==> config.mk <==
export PLATFORM = sky130hd
export DESIGN_NAME = pulse_noise_classifier
export DESIGN_NICKNAME = d
export VERILOG_FILES = /design/src/hw/rtl/pnc_pkg.sv /design/src/hw/rtl/pulse_noise_classifier.sv /design/src/hw/rtl/pnc_cfg.sv /design/src/hw/rtl/pnc_accum.sv /design/src/hw/rtl/pnc_decide.sv
export VERILOG_INCLUDE_DIRS = /design/src /design/src/hw/rtl
export SDC_FILE = /design/constraint.sdc
export NUM_CORES = 1
export LEC_CHECK = 0
export BUFFER_PORTS_ARGS = -buffer_cell sky130_fd_sc_hd__buf_2
export CAP_MARGIN = 0
export CORE_MARGIN = 8
export CORE_UTILIZATION = 65
export DETAILED_ROUTE_END_ITERATION = 10
export GPL_TIMING_DRIVEN = 0
export HOLD_SLACK_MARGIN = 0.1
export MAX_ROUTING_LAYER = met4
export PLACE_DENSITY_LB_ADDON = 0.08
export RECOVER_POWER = 50
export SLEW_MARGIN = 20
export SYNTH_ARGS = -nofsm -noshare
export SYNTH_HDL_FRONTEND = slang
export SYNTH_SLANG_ARGS = --single-unit
==> constraint.sdc <==
create_clock -name aclk -period 13.5 [get_ports aclk]
set_input_delay 0.675 -clock aclk [delete_from_list [all_inputs] [get_ports aclk]]
set_output_delay 0.675 -clock aclk [all_outputs]
set_load 0.005 [all_outputs]
==> src/hw/rtl/assert_macros.svh <==
// ----------------------------------------------------------------------------
// assertion macros shared by the rtl
// clocked property checks, with and without a reset qualifier
// ----------------------------------------------------------------------------
`ifndef ASSERT_MACROS_SVH
`define ASSERT_MACROS_SVH

// check that is switched off while reset is asserted
`define PNC_ASSERT(lbl, clk, rstn, prop, msg) \
    lbl: assert property (@(posedge clk) disable iff (!rstn) prop) else $error(msg);

// check that also holds across reset
`define PNC_ASSERT_ALWAYS(lbl, clk, prop, msg) \
    lbl: assert property (@(posedge clk) prop) else $error(msg);

`endif

==> src/hw/rtl/pnc_pkg.sv <==
// ----------------------------------------------------------------------------
// pnc_pkg
// types, register map, reason codes and glitch limits of the classifier
// ----------------------------------------------------------------------------
package pnc_pkg;

    localparam int AREA_W        = 28;
    localparam int ADDR_W        = 5;
    localparam int NUM_DETECTORS = 30;
    localparam int GLITCH_ENTRIES = 30;

    typedef logic signed [AREA_W-1:0] area_t;

    // register map, index = paddr / 4
    typedef enum logic [2:0] {
        REG_AREA_THR  = 3'd0,
        REG_SIGMA     = 3'd1,
        REG_RMS_FLOOR = 3'd2,
        REG_WIN_FIRST = 3'd3,
        REG_WIN_END   = 3'd4
    } reg_idx_t;

    typedef enum logic [2:0] {
        RSN_SIGNAL = 3'd0,
        RSN_FLAT   = 3'd1,
        RSN_AREA   = 3'd2,
        RSN_PEAK   = 3'd3,
        RSN_EARLY  = 3'd4,
        RSN_GLITCH = 3'd5,
        RSN_REPEAT = 3'd6
    } reason_t;

    localparam logic [1:0] KIND_CHARGE = 2'd0;
    localparam logic [1:0] KIND_PHONON = 2'd1;

    localparam logic signed [31:0] AREA_THR_RST  = 32'sd2000;
    localparam logic [7:0]         SIGMA_RST     = 8'd48;
    localparam logic [15:0]        RMS_FLOOR_RST = 16'd16;
    localparam logic [11:0]        WIN_FIRST_RST = 12'd499;
    localparam logic [12:0]        WIN_END_RST   = 13'd700;

    typedef struct packed {
        logic signed [31:0] area_threshold;
        logic [7:0]         sigma_gain;
        logic [15:0]        rms_floor;
        logic [11:0]        window_first;
        logic [12:0]        window_end;
    } cfg_t;

    typedef struct packed {
        logic signed [15:0] sample;
        logic               last;
        logic [1:0]         req_type;
        logic [15:0]        pulse_rms;
        logic signed [15:0] pulse_max;
        logic [4:0]         detector_index;
    } item_t;

    typedef struct packed {
        area_t total_area;
        area_t window_area;
        logic  peak_valid;
    } stats_t;

    // per-detector glitch limits, detector n at entry n-1
    localparam logic [12:0] GLITCH_LIMIT [GLITCH_ENTRIES] = '{
        13'd4000, 13'd5000, 13'd6000, 13'd1800, 13'd5000, 13'd2000,
        13'd3000, 13'd4000, 13'd2600, 13'd3000, 13'd2000, 13'd2800,
        13'd3000, 13'd5000, 13'd3000, 13'd5000, 13'd5000, 13'd5000,
        13'd3000, 13'd5000, 13'd3000, 13'd5000, 13'd5000, 13'd5000,
        13'd5000, 13'd5000, 13'd3000, 13'd5000, 13'd5000, 13'd5000
    };

    // saturating add of one sample into an area sum
    function automatic area_t sat_add(area_t a, logic signed [15:0] s);
        logic signed [AREA_W:0] sum;
        area_t                  res;
        sum = {a[AREA_W-1], a} + {{(AREA_W + 1 - 16){s[15]}}, s};
        if (sum[AREA_W] != sum[AREA_W-1]) begin
            res = sum[AREA_W] ? {1'b1, {(AREA_W - 1){1'b0}}} : {1'b0, {(AREA_W - 1){1'b1}}};
        end else begin
            res = sum[AREA_W-1:0];
        end
        return res;
    endfunction

endpackage

==> src/hw/rtl/pulse_noise_classifier.sv <==
// ----------------------------------------------------------------------------
// pulse_noise_classifier
// per-trace noise classification of charge and phonon pulses
// ----------------------------------------------------------------------------
// usage:
//  - input stream carries one trace sample per transaction; tlast marks the
//    final sample, tuser gives the channel kind (charge, phonon, other)
//  - the result stream gives one transaction per trace, on its last sample:
//    the noise flag and a reason code
//  - thresholds and the peak window live in an apb register file; write them
//    only while no trace is in flight
//  - throughput is one sample per cycle while the result register can take a
//    finished trace, set by the single add/compare pass of the accumulator
//    between the input register and the state registers
//  - a last sample reaches m_tvalid through the input register, then the result register
//  - reset clears the trace sums and the remembered decision, empties both pipeline
//    registers, and loads the register defaults
//  - when the receiver stalls, a waiting result holds in the result register;
//    non-last samples keep flowing, a second last sample waits in the input
//    register and s_tready drops only then
// ----------------------------------------------------------------------------
`include "assert_macros.svh"

module pulse_noise_classifier #(
    parameter int MAX_SAMPLES = 4096
) (
    input  logic        aclk,
    input  logic        aresetn,
    // input stream
    input  logic        s_tvalid,
    output logic        s_tready,
    input  logic [55:0] s_tdata,   // sample, pulse_rms, pulse_max, detector_index
    input  logic        s_tlast,
    input  logic [1:0]  s_tuser,   // req_type
    // result stream
    output logic        m_tvalid,
    input  logic        m_tready,
    output logic [7:0]  m_tdata,   // is_noise, reason
    // register port
    input  logic        psel,
    input  logic        penable,
    input  logic        pwrite,
    input  logic [4:0]  paddr,
    input  logic [31:0] pwdata,
    output logic [31:0] prdata,
    output logic        pready
);
    import pnc_pkg::*;

    localparam int CNT_W = $clog2(MAX_SAMPLES + 1);

    cfg_t             cfg;
    item_t            item_reg, item_next;
    logic             in_valid_reg, in_valid_next;
    logic             out_valid_reg, out_valid_next;
    logic             noise_reg, noise_next;
    reason_t          reason_reg, reason_next;
    logic             out_free, stage_fire, commit, s_fire;
    stats_t           stats_upd;
    logic [CNT_W-1:0] peak_pos_upd;
    logic             dec_noise;
    reason_t          dec_reason;

    // the input register empties whenever its sample has somewhere to go
    assign out_free   = !out_valid_reg || m_tready;
    assign stage_fire = in_valid_reg && (!item_reg.last || out_free);
    assign commit     = stage_fire && item_reg.last;
    assign s_tready   = !in_valid_reg || stage_fire;
    assign s_fire     = s_tvalid && s_tready;

    assign m_tvalid = out_valid_reg;
    assign m_tdata  = {4'd0, reason_reg, noise_reg};

    pnc_cfg u_cfg (
        .aclk    (aclk),
        .aresetn (aresetn),
        .psel    (psel),
        .penable (penable),
        .pwrite  (pwrite),
        .paddr   (paddr),
        .pwdata  (pwdata),
        .prdata  (prdata),
        .pready  (pready),
        .cfg     (cfg)
    );

    pnc_accum #(
        .MAX_SAMPLES (MAX_SAMPLES),
        .CNT_W       (CNT_W)
    ) u_accum (
        .aclk         (aclk),
        .aresetn      (aresetn),
        .advance      (stage_fire),
        .item         (item_reg),
        .cfg          (cfg),
        .stats_upd    (stats_upd),
        .peak_pos_upd (peak_pos_upd)
    );

    pnc_decide #(
        .CNT_W (CNT_W)
    ) u_decide (
        .aclk     (aclk),
        .aresetn  (aresetn),
        .commit   (commit),
        .item     (item_reg),
        .cfg      (cfg),
        .stats    (stats_upd),
        .peak_pos (peak_pos_upd),
        .is_noise (dec_noise),
        .reason   (dec_reason)
    );

    // input register
    always_comb begin
        item_next     = item_reg;
        in_valid_next = in_valid_reg;
        if (s_fire) begin
            item_next.sample         = $signed(s_tdata[15:0]);
            item_next.pulse_rms      = s_tdata[31:16];
            item_next.pulse_max      = $signed(s_tdata[47:32]);
            item_next.detector_index = s_tdata[52:48];
            item_next.last           = s_tlast;
            item_next.req_type       = s_tuser;
            in_valid_next            = 1'b1;
        end else if (stage_fire) begin
            in_valid_next = 1'b0;
        end
    end

    // result register
    always_comb begin
        out_valid_next = out_valid_reg;
        noise_next     = noise_reg;
        reason_next    = reason_reg;
        if (commit) begin
            out_valid_next = 1'b1;
            noise_next     = dec_noise;
            reason_next    = dec_reason;
        end else if (m_tready) begin
            out_valid_next = 1'b0;
        end
    end

    always_ff @(posedge aclk) begin
        if (!aresetn) begin
            in_valid_reg  <= 1'b0;
            out_valid_reg <= 1'b0;
        end else begin
            in_valid_reg  <= in_valid_next;
            out_valid_reg <= out_valid_next;
        end
    end

    always_ff @(posedge aclk) begin
        item_reg   <= item_next;
        noise_reg  <= noise_next;
        reason_reg <= reason_next;
    end

    // a finished trace always lands in the result register
    `PNC_ASSERT(a_commit_lands, aclk, aresetn, commit |=> out_valid_reg, "trace result lost")
    // a sample that cannot advance stays put
    `PNC_ASSERT(a_hold_input, aclk, aresetn, (in_valid_reg && !stage_fire) |=> in_valid_reg, "stalled sample dropped")
    // a signal verdict never carries the noise flag
    `PNC_ASSERT(a_signal_clean, aclk, aresetn, (out_valid_reg && reason_reg == RSN_SIGNAL) |-> !noise_reg, "signal reason with noise flag")
    // reset empties both pipeline registers
    `PNC_ASSERT_ALWAYS(a_reset_empty, aclk, !aresetn |=> (!in_valid_reg && !out_valid_reg), "pipeline not empty after reset")

endmodule

==> src/hw/rtl/pnc_cfg.sv <==
// ----------------------------------------------------------------------------
// pnc_cfg
// apb register file holding thresholds and window bounds
// ----------------------------------------------------------------------------
module pnc_cfg (
    input  logic                      aclk,
    input  logic                      aresetn,
    input  logic                      psel,
    input  logic                      penable,
    input  logic                      pwrite,
    input  logic [pnc_pkg::ADDR_W-1:0] paddr,
    input  logic [31:0]               pwdata,
    output logic [31:0]               prdata,
    output logic                      pready,
    output pnc_pkg::cfg_t             cfg
);
    import pnc_pkg::*;

    cfg_t       cfg_reg;
    cfg_t       cfg_next;
    logic [2:0] reg_idx;
    logic       wr_en;

    assign pready  = 1'b1;
    assign reg_idx = paddr[ADDR_W-1:2];
    assign wr_en   = psel && penable && pwrite && pready;
    assign cfg     = cfg_reg;

    always_comb begin
        cfg_next = cfg_reg;
        if (wr_en) begin
            unique case (reg_idx)
                REG_AREA_THR:  cfg_next.area_threshold = $signed(pwdata);
                REG_SIGMA:     cfg_next.sigma_gain     = pwdata[7:0];
                REG_RMS_FLOOR: cfg_next.rms_floor      = pwdata[15:0];
                REG_WIN_FIRST: cfg_next.window_first   = pwdata[11:0];
                REG_WIN_END:   cfg_next.window_end     = pwdata[12:0];
                default:       cfg_next = cfg_reg;
            endcase
        end
    end

    always_comb begin
        unique case (reg_idx)
            REG_AREA_THR:  prdata = cfg_reg.area_threshold;
            REG_SIGMA:     prdata = {24'd0, cfg_reg.sigma_gain};
            REG_RMS_FLOOR: prdata = {16'd0, cfg_reg.rms_floor};
            REG_WIN_FIRST: prdata = {20'd0, cfg_reg.window_first};
            REG_WIN_END:   prdata = {19'd0, cfg_reg.window_end};
            default:       prdata = 32'd0;
        endcase
    end

    always_ff @(posedge aclk) begin
        if (!aresetn) begin
            cfg_reg.area_threshold <= AREA_THR_RST;
            cfg_reg.sigma_gain     <= SIGMA_RST;
            cfg_reg.rms_floor      <= RMS_FLOOR_RST;
            cfg_reg.window_first   <= WIN_FIRST_RST;
            cfg_reg.window_end     <= WIN_END_RST;
        end else begin
            cfg_reg <= cfg_next;
        end
    end

endmodule

==> src/hw/rtl/pnc_accum.sv <==
// ----------------------------------------------------------------------------
// pnc_accum
// per-trace sample count, area sums and window peak tracking
// ----------------------------------------------------------------------------
module pnc_accum #(
    parameter int MAX_SAMPLES = 4096,
    parameter int CNT_W       = $clog2(MAX_SAMPLES + 1)
) (
    input  logic                   aclk,
    input  logic                   aresetn,
    input  logic                   advance,
    input  pnc_pkg::item_t         item,
    input  pnc_pkg::cfg_t          cfg,
    output pnc_pkg::stats_t        stats_upd,
    output logic [CNT_W-1:0]       peak_pos_upd
);
    import pnc_pkg::*;

    localparam int CMP_W = (CNT_W > 13) ? CNT_W : 13;

    logic [CNT_W-1:0]   count_reg, count_next, count_upd;
    area_t              total_reg, total_next;
    area_t              win_reg, win_next;
    logic signed [15:0] peak_val_reg, peak_val_next, peak_val_upd;
    logic [CNT_W-1:0]   peak_pos_reg, peak_pos_next;
    logic               peak_valid_reg, peak_valid_next;
    logic [CMP_W-1:0]   idx_ext;
    logic               in_range, in_win;

    assign idx_ext  = CMP_W'(count_reg);
    assign in_range = count_reg < CNT_W'(MAX_SAMPLES);
    assign in_win   = (idx_ext >= CMP_W'(cfg.window_first)) &&
                      (idx_ext <  CMP_W'(cfg.window_end));

    // state after taking this sample
    always_comb begin
        count_upd    = count_reg;
        stats_upd    = '{total_area: total_reg, window_area: win_reg,
                         peak_valid: peak_valid_reg};
        peak_val_upd = peak_val_reg;
        peak_pos_upd = peak_pos_reg;
        if (in_range) begin
            count_upd            = count_reg + 1'b1;
            stats_upd.total_area = sat_add(total_reg, item.sample);
            if (in_win) begin
                stats_upd.window_area = sat_add(win_reg, item.sample);
                if (!peak_valid_reg || (item.sample > peak_val_reg)) begin
                    peak_val_upd         = item.sample;
                    peak_pos_upd         = count_reg;
                    stats_upd.peak_valid = 1'b1;
                end
            end
        end
    end

    // the last sample closes the trace
    always_comb begin
        count_next      = count_reg;
        total_next      = total_reg;
        win_next        = win_reg;
        peak_val_next   = peak_val_reg;
        peak_pos_next   = peak_pos_reg;
        peak_valid_next = peak_valid_reg;
        if (advance) begin
            if (item.last) begin
                count_next      = '0;
                total_next      = '0;
                win_next        = '0;
                peak_val_next   = '0;
                peak_pos_next   = '0;
                peak_valid_next = 1'b0;
            end else begin
                count_next      = count_upd;
                total_next      = stats_upd.total_area;
                win_next        = stats_upd.window_area;
                peak_val_next   = peak_val_upd;
                peak_pos_next   = peak_pos_upd;
                peak_valid_next = stats_upd.peak_valid;
            end
        end
    end

    always_ff @(posedge aclk) begin
        if (!aresetn) begin
            count_reg      <= '0;
            total_reg      <= '0;
            win_reg        <= '0;
            peak_val_reg   <= '0;
            peak_pos_reg   <= '0;
            peak_valid_reg <= 1'b0;
        end else begin
            count_reg      <= count_next;
            total_reg      <= total_next;
            win_reg        <= win_next;
            peak_val_reg   <= peak_val_next;
            peak_pos_reg   <= peak_pos_next;
            peak_valid_reg <= peak_valid_next;
        end
    end

endmodule

==> src/hw/rtl/pnc_decide.sv <==
// ----------------------------------------------------------------------------
// pnc_decide
// noise tests on the finished trace and the remembered last decision
// ----------------------------------------------------------------------------
module pnc_decide #(
    parameter int CNT_W = 13
) (
    input  logic              aclk,
    input  logic              aresetn,
    input  logic              commit,
    input  pnc_pkg::item_t    item,
    input  pnc_pkg::cfg_t     cfg,
    input  pnc_pkg::stats_t   stats,
    input  logic [CNT_W-1:0]  peak_pos,
    output logic              is_noise,
    output pnc_pkg::reason_t  reason
);
    import pnc_pkg::*;

    localparam int CMP_W = (CNT_W > 12) ? CNT_W : 12;

    logic               last_dec_reg, last_dec_next;
    logic signed [25:0] peak_lhs, peak_rhs;
    logic [23:0]        sig_rms;
    logic signed [23:0] mx100, lim_ext;
    logic signed [28:0] mx60, win_ext;
    logic [4:0]         det_m1;
    logic               det_ok;
    logic               flat, small_area, low_peak, early, glitch;
    reason_t            phonon_rsn;

    assign sig_rms  = item.pulse_rms * cfg.sigma_gain;
    assign peak_lhs = {{2{item.pulse_max[15]}}, item.pulse_max, 8'd0};
    assign peak_rhs = $signed({2'b00, sig_rms});
    assign mx100    = 24'(item.pulse_max) * 24'sd100;
    assign mx60     = 29'(item.pulse_max) * 29'sd60;
    assign win_ext  = 29'(stats.window_area);
    assign det_m1   = item.detector_index - 5'd1;
    assign det_ok   = (item.detector_index != 5'd0) &&
                      (7'(item.detector_index) <= 7'(GLITCH_ENTRIES)) &&
                      (7'(item.detector_index) <= 7'(NUM_DETECTORS));
    assign lim_ext  = det_ok ? $signed({11'd0, GLITCH_LIMIT[det_m1]}) : 24'sd0;

    assign flat       = item.pulse_rms < cfg.rms_floor;
    assign small_area = 32'(stats.total_area) < cfg.area_threshold;
    assign low_peak   = peak_lhs < peak_rhs;
    assign early      = !stats.peak_valid ||
                        (CMP_W'(peak_pos) <= CMP_W'(cfg.window_first));
    assign glitch     = det_ok && (mx100 > lim_ext) && (win_ext < mx60);

    always_comb begin
        priority if (flat)       phonon_rsn = RSN_FLAT;
        else if (small_area)     phonon_rsn = RSN_AREA;
        else if (low_peak)       phonon_rsn = RSN_PEAK;
        else if (early)          phonon_rsn = RSN_EARLY;
        else if (glitch)         phonon_rsn = RSN_GLITCH;
        else                     phonon_rsn = RSN_SIGNAL;
    end

    always_comb begin
        last_dec_next = last_dec_reg;
        unique case (item.req_type)
            KIND_CHARGE: begin
                reason   = flat ? RSN_FLAT : RSN_SIGNAL;
                is_noise = flat;
            end
            KIND_PHONON: begin
                reason   = phonon_rsn;
                is_noise = (phonon_rsn != RSN_SIGNAL);
            end
            default: begin
                reason   = RSN_REPEAT;
                is_noise = last_dec_reg;
            end
        endcase
        if (commit) begin
            last_dec_next = is_noise;
        end
    end

    always_ff @(posedge aclk) begin
        if (!aresetn) begin
            last_dec_reg <= 1'b0;
        end else begin
            last_dec_reg <= last_dec_next;
        end
    end

endmodule
==> results.py <==
metrics = {
    "pwr": {
        "pwr-share-clk": 0.323,
        "powerDensity_nw_per_um2": 101,
        "p_leak_uw": 0.0123,
        "p_int_uw": 1700,
        "total_power_uw": 2680,
        "combPwrFrac": 0.380,
        "p_sw_uw": 979,
        "p_sw_frac": 0.365,
        "ir_worst_vdd_mv": 0.115,
        "p_seq_frac": 0.297,
    },
    "logic_synthesis": {
        "synth_area_per_cell_sq_um": 8.51,
        "ys_dominant_reg_cell": "dfxtp_1",
        "yosysWarnings": 0,
        "synthCells": 2839,
        "ys_types": 87,
        "async_reset_ff_frac": 0,
        "mappedNetlistArea_sq_um": 24200,
        "synth-edff-count": 60,
        "synth-seq-cells": 243,
        "yosysSeqAreaShare": 0.226,
    },
    "die": {
        "chipHeight_microns": 209,
        "die_w_microns": 209,
        "ios": 146,
        "die-area_sq_um": 43600,
        "row_count": 70,
        "core-area_sq_um": 36600,
        "start_util": 0.660,
    },
    "critical_path": {
        "worst-setup-path-type": "flop to flop",
        "required_ps": 13900,
        "cp-start-kind": "flop",
        "cp_max_fo": 6,
        "end_kind": "flop",
        "arrival_ps": 8700,
    },
    "layout": {
        "fin_nets": 3571,
        "largest_register_ffs": 81,
        "fin_area_sq_um": 26500,
        "area_delta_synth_final_pct": 9.66,
        "layout-drive-gt1-share": 0.0748,
    },
    "placed_design": {
        "gp_routability_congestion": 0.982,
        "detailedPlace.worstSlack_ps": 5400,
        "post-dp-hpwl_microns": 55700,
        "port_buffers": 133,
        "postPlaceCellArea_sq_um": 25500,
    },
    "sta": {
        "drv_slew": 0,
        "hold_violations": 0,
        "fmax_ghz": 0.121,
        "relSlewSlack": 0.177,
        "rsz0062_at_grt": "false",
        "fin_crit_sh": 0.614,
        "finClkSkew_ps": 19.6,
        "setup_viol": 0,
        "fin_ws_ps": 5210,
        "setup-tns-final_ps": 0,
        "hold_ws_ps": 250,
        "worst_pin_slew_ps": 1230,
        "min_period_ps": 8290,
    },
    "route": {
        "drcViolationCount": 0,
        "vias": 21600,
        "drt_iter0_drc": 1819,
        "vias_per_cell": 6.17,
        "antenna_left": 0,
        "wl_microns": 70000,
        "drtPass1Iterations": 8,
        "wl_per_cell_microns": 20.0,
    },
    "run_status": {
        "status": "finished, final reports clean",
    },
    "clocking": {
        "clockBufferDepth": 3,
        "clock-sinks": 243,
        "numCtsBuffers": 30,
        "post_cts_buffers": 0,
        "cts_max_level": 1,
        "root_buffer": "clkbuf_16",
        "clk_latency_ps": 590,
        "holdBufCountCts": 0,
        "cts.repair.resized": 0,
        "tritoncts": "yes",
        "path_clk_slew_ps": 60,
    },
    "global_route": {
        "grtUsageTotal": 0.323,
        "antenna_found_initial": 0,
        "grt_overflow": 0,
        "grt_pass1_vias": 21400,
        "grt_pass1_wl_microns": 112000,
        "grt_max_degree": 22,
    },
    "hold_path": {
        "hp-class": "input pin to flop",
    },
    "flow_run": {
        "cap_violations": 0,
    },
}
-- metrics by stage --
step	std cells	util
floorplan	2842	-
global placement	3443	0.695
detailed placement	3447	0.698
CTS	3503	0.726
global route	3503	0.724
finish	3504	0.724
-- cell type report --
cell class                 count  area [sq um]
multi-input combinational   2126         16900
fill                        2840         10100
sequential                   243          5470
inverter                     365          1370
clock buffer                  41           856
timing repair buffer         137           688
tap                          468           586
buffer                       108           433
clock inverter                15           190
antenna                        1          2.50
-- layout by cell type (no fill, tap or decap), drive strengths merged, types with 32 or more instances in the layout --
cell / instances
a22o: 40
ha: 331
edfxtp: 60
a21o: 49
fa: 126
xnor2: 54
o211ai: 32
nand3: 44
xor2: 47
nor3: 50
nor2: 108
a21boi: 66
a21oi: 131
a211oi: 42
clkbuf: 135
inv: 367
nand2b: 35
a22oi: 46
and2: 121
nor2b: 58
dfxtp: 183
nand2: 284
o21ai: 141
buf: 151
-- cells in the mapped netlist (10+ instances only) --
cell type	instances	area (sq um)
inv_1	362	1360
ha_1	331	4140
nand2_1	284	1070
dfxtp_1	183	3660
a21oi_1	130	651
fa_1	126	2520
o21ai_0	123	616
and2_1	120	751
nor2_1	108	405
clkbuf_1	86	323
a21boi_0	62	465
edfxtp_1	60	1800
nor2b_1	58	363
xnor2_1	54	473
nor3_1	50	250
a21o_1	49	368
xor2_1	47	412
a22oi_1	46	345
nand3_1	44	220
a211oi_1	41	308
a22o_1	40	350
nand2b_1	35	219
o211ai_1	32	240
mux2i_1	28	280
nand4_1	24	150
a31oi_1	19	119
o22ai_1	19	119
and3_1	18	113
o21ai_1	18	90.1
mux2_2	16	180
o21bai_1	16	120
o21a_1	14	105
o31a_1	14	123
o31ai_1	14	105
or3_1	14	87.6
buf_1	12	45.0
nor4_1	10	62.6
-- worst paths after layout --
| path | slack, ps | cells past startpoint | start | to |
|---|---|---|---|---|
| max | 5210 | 27 | item_reg[7] | reason_reg[2] |
| min | 250 | 1 | s_tdata[13] | item_reg[53] |
| min reg2reg | 460 | 2 | u_cfg.cfg[69] | u_cfg.cfg[69] |
| max reg2reg | 5210 | 27 | item_reg[7] | reason_reg[2] |
-- logic make-up after synthesis --
family | synth area share
other | 0.000311
AO/OA/AOI/OAI | 0.203
AND/OR/NAND/NOR | 0.162
multiplexers | 0.0214
buffers and inverters | 0.0746
flip-flops | 0.226
adder cells (fa/ha/maj) | 0.276
XOR/XNOR | 0.0366
-- power by group through the flow --
stage / Combinational (uW) / Clock [uW] / Sequential (uW)
global placement: 949 / 0 / 813
CTS: 1000 / 868 / 796
floorplan: 741 / 0 / 797
finish: 1020 / 865 / 797
global route: 1150 / 892 / 798
detailed placement: 992 / 0 / 811
-- worst max-delay path, cell delays in order (launching register included) --
cell,delay (ps)
edfxtp_1,580
ha_1,370
inv_1,70
fa_1,490
fa_1,530
inv_1,50
ha_1,330
nor2b_1,140
o21ai_0,200
a21boi_0,120
o21ai_1,270
a211oi_1,160
o31ai_1,480
o21ai_0,210
or3_1,340
a21oi_1,180
xor2_1,510
ha_1,430
nand4_1,180
nor3_1,110
o2111a_1,140
a2111oi_2,520
o211ai_1,240
o21ai_0,130
o2111ai_1,130
nor4_1,670
nor2_1,170
o41ai_2,360
-- layer usage --
metal  part of all wire  GRT usage  vias to the layer above
li1                   -          -                    10200
met2               0.45      0.506                      860
met4              0.042      0.121                        0
met1               0.43      0.421                    10300
met3              0.079     0.0483                      169
met5                  0          -                        -
Power figures use the tool's default switching activity.
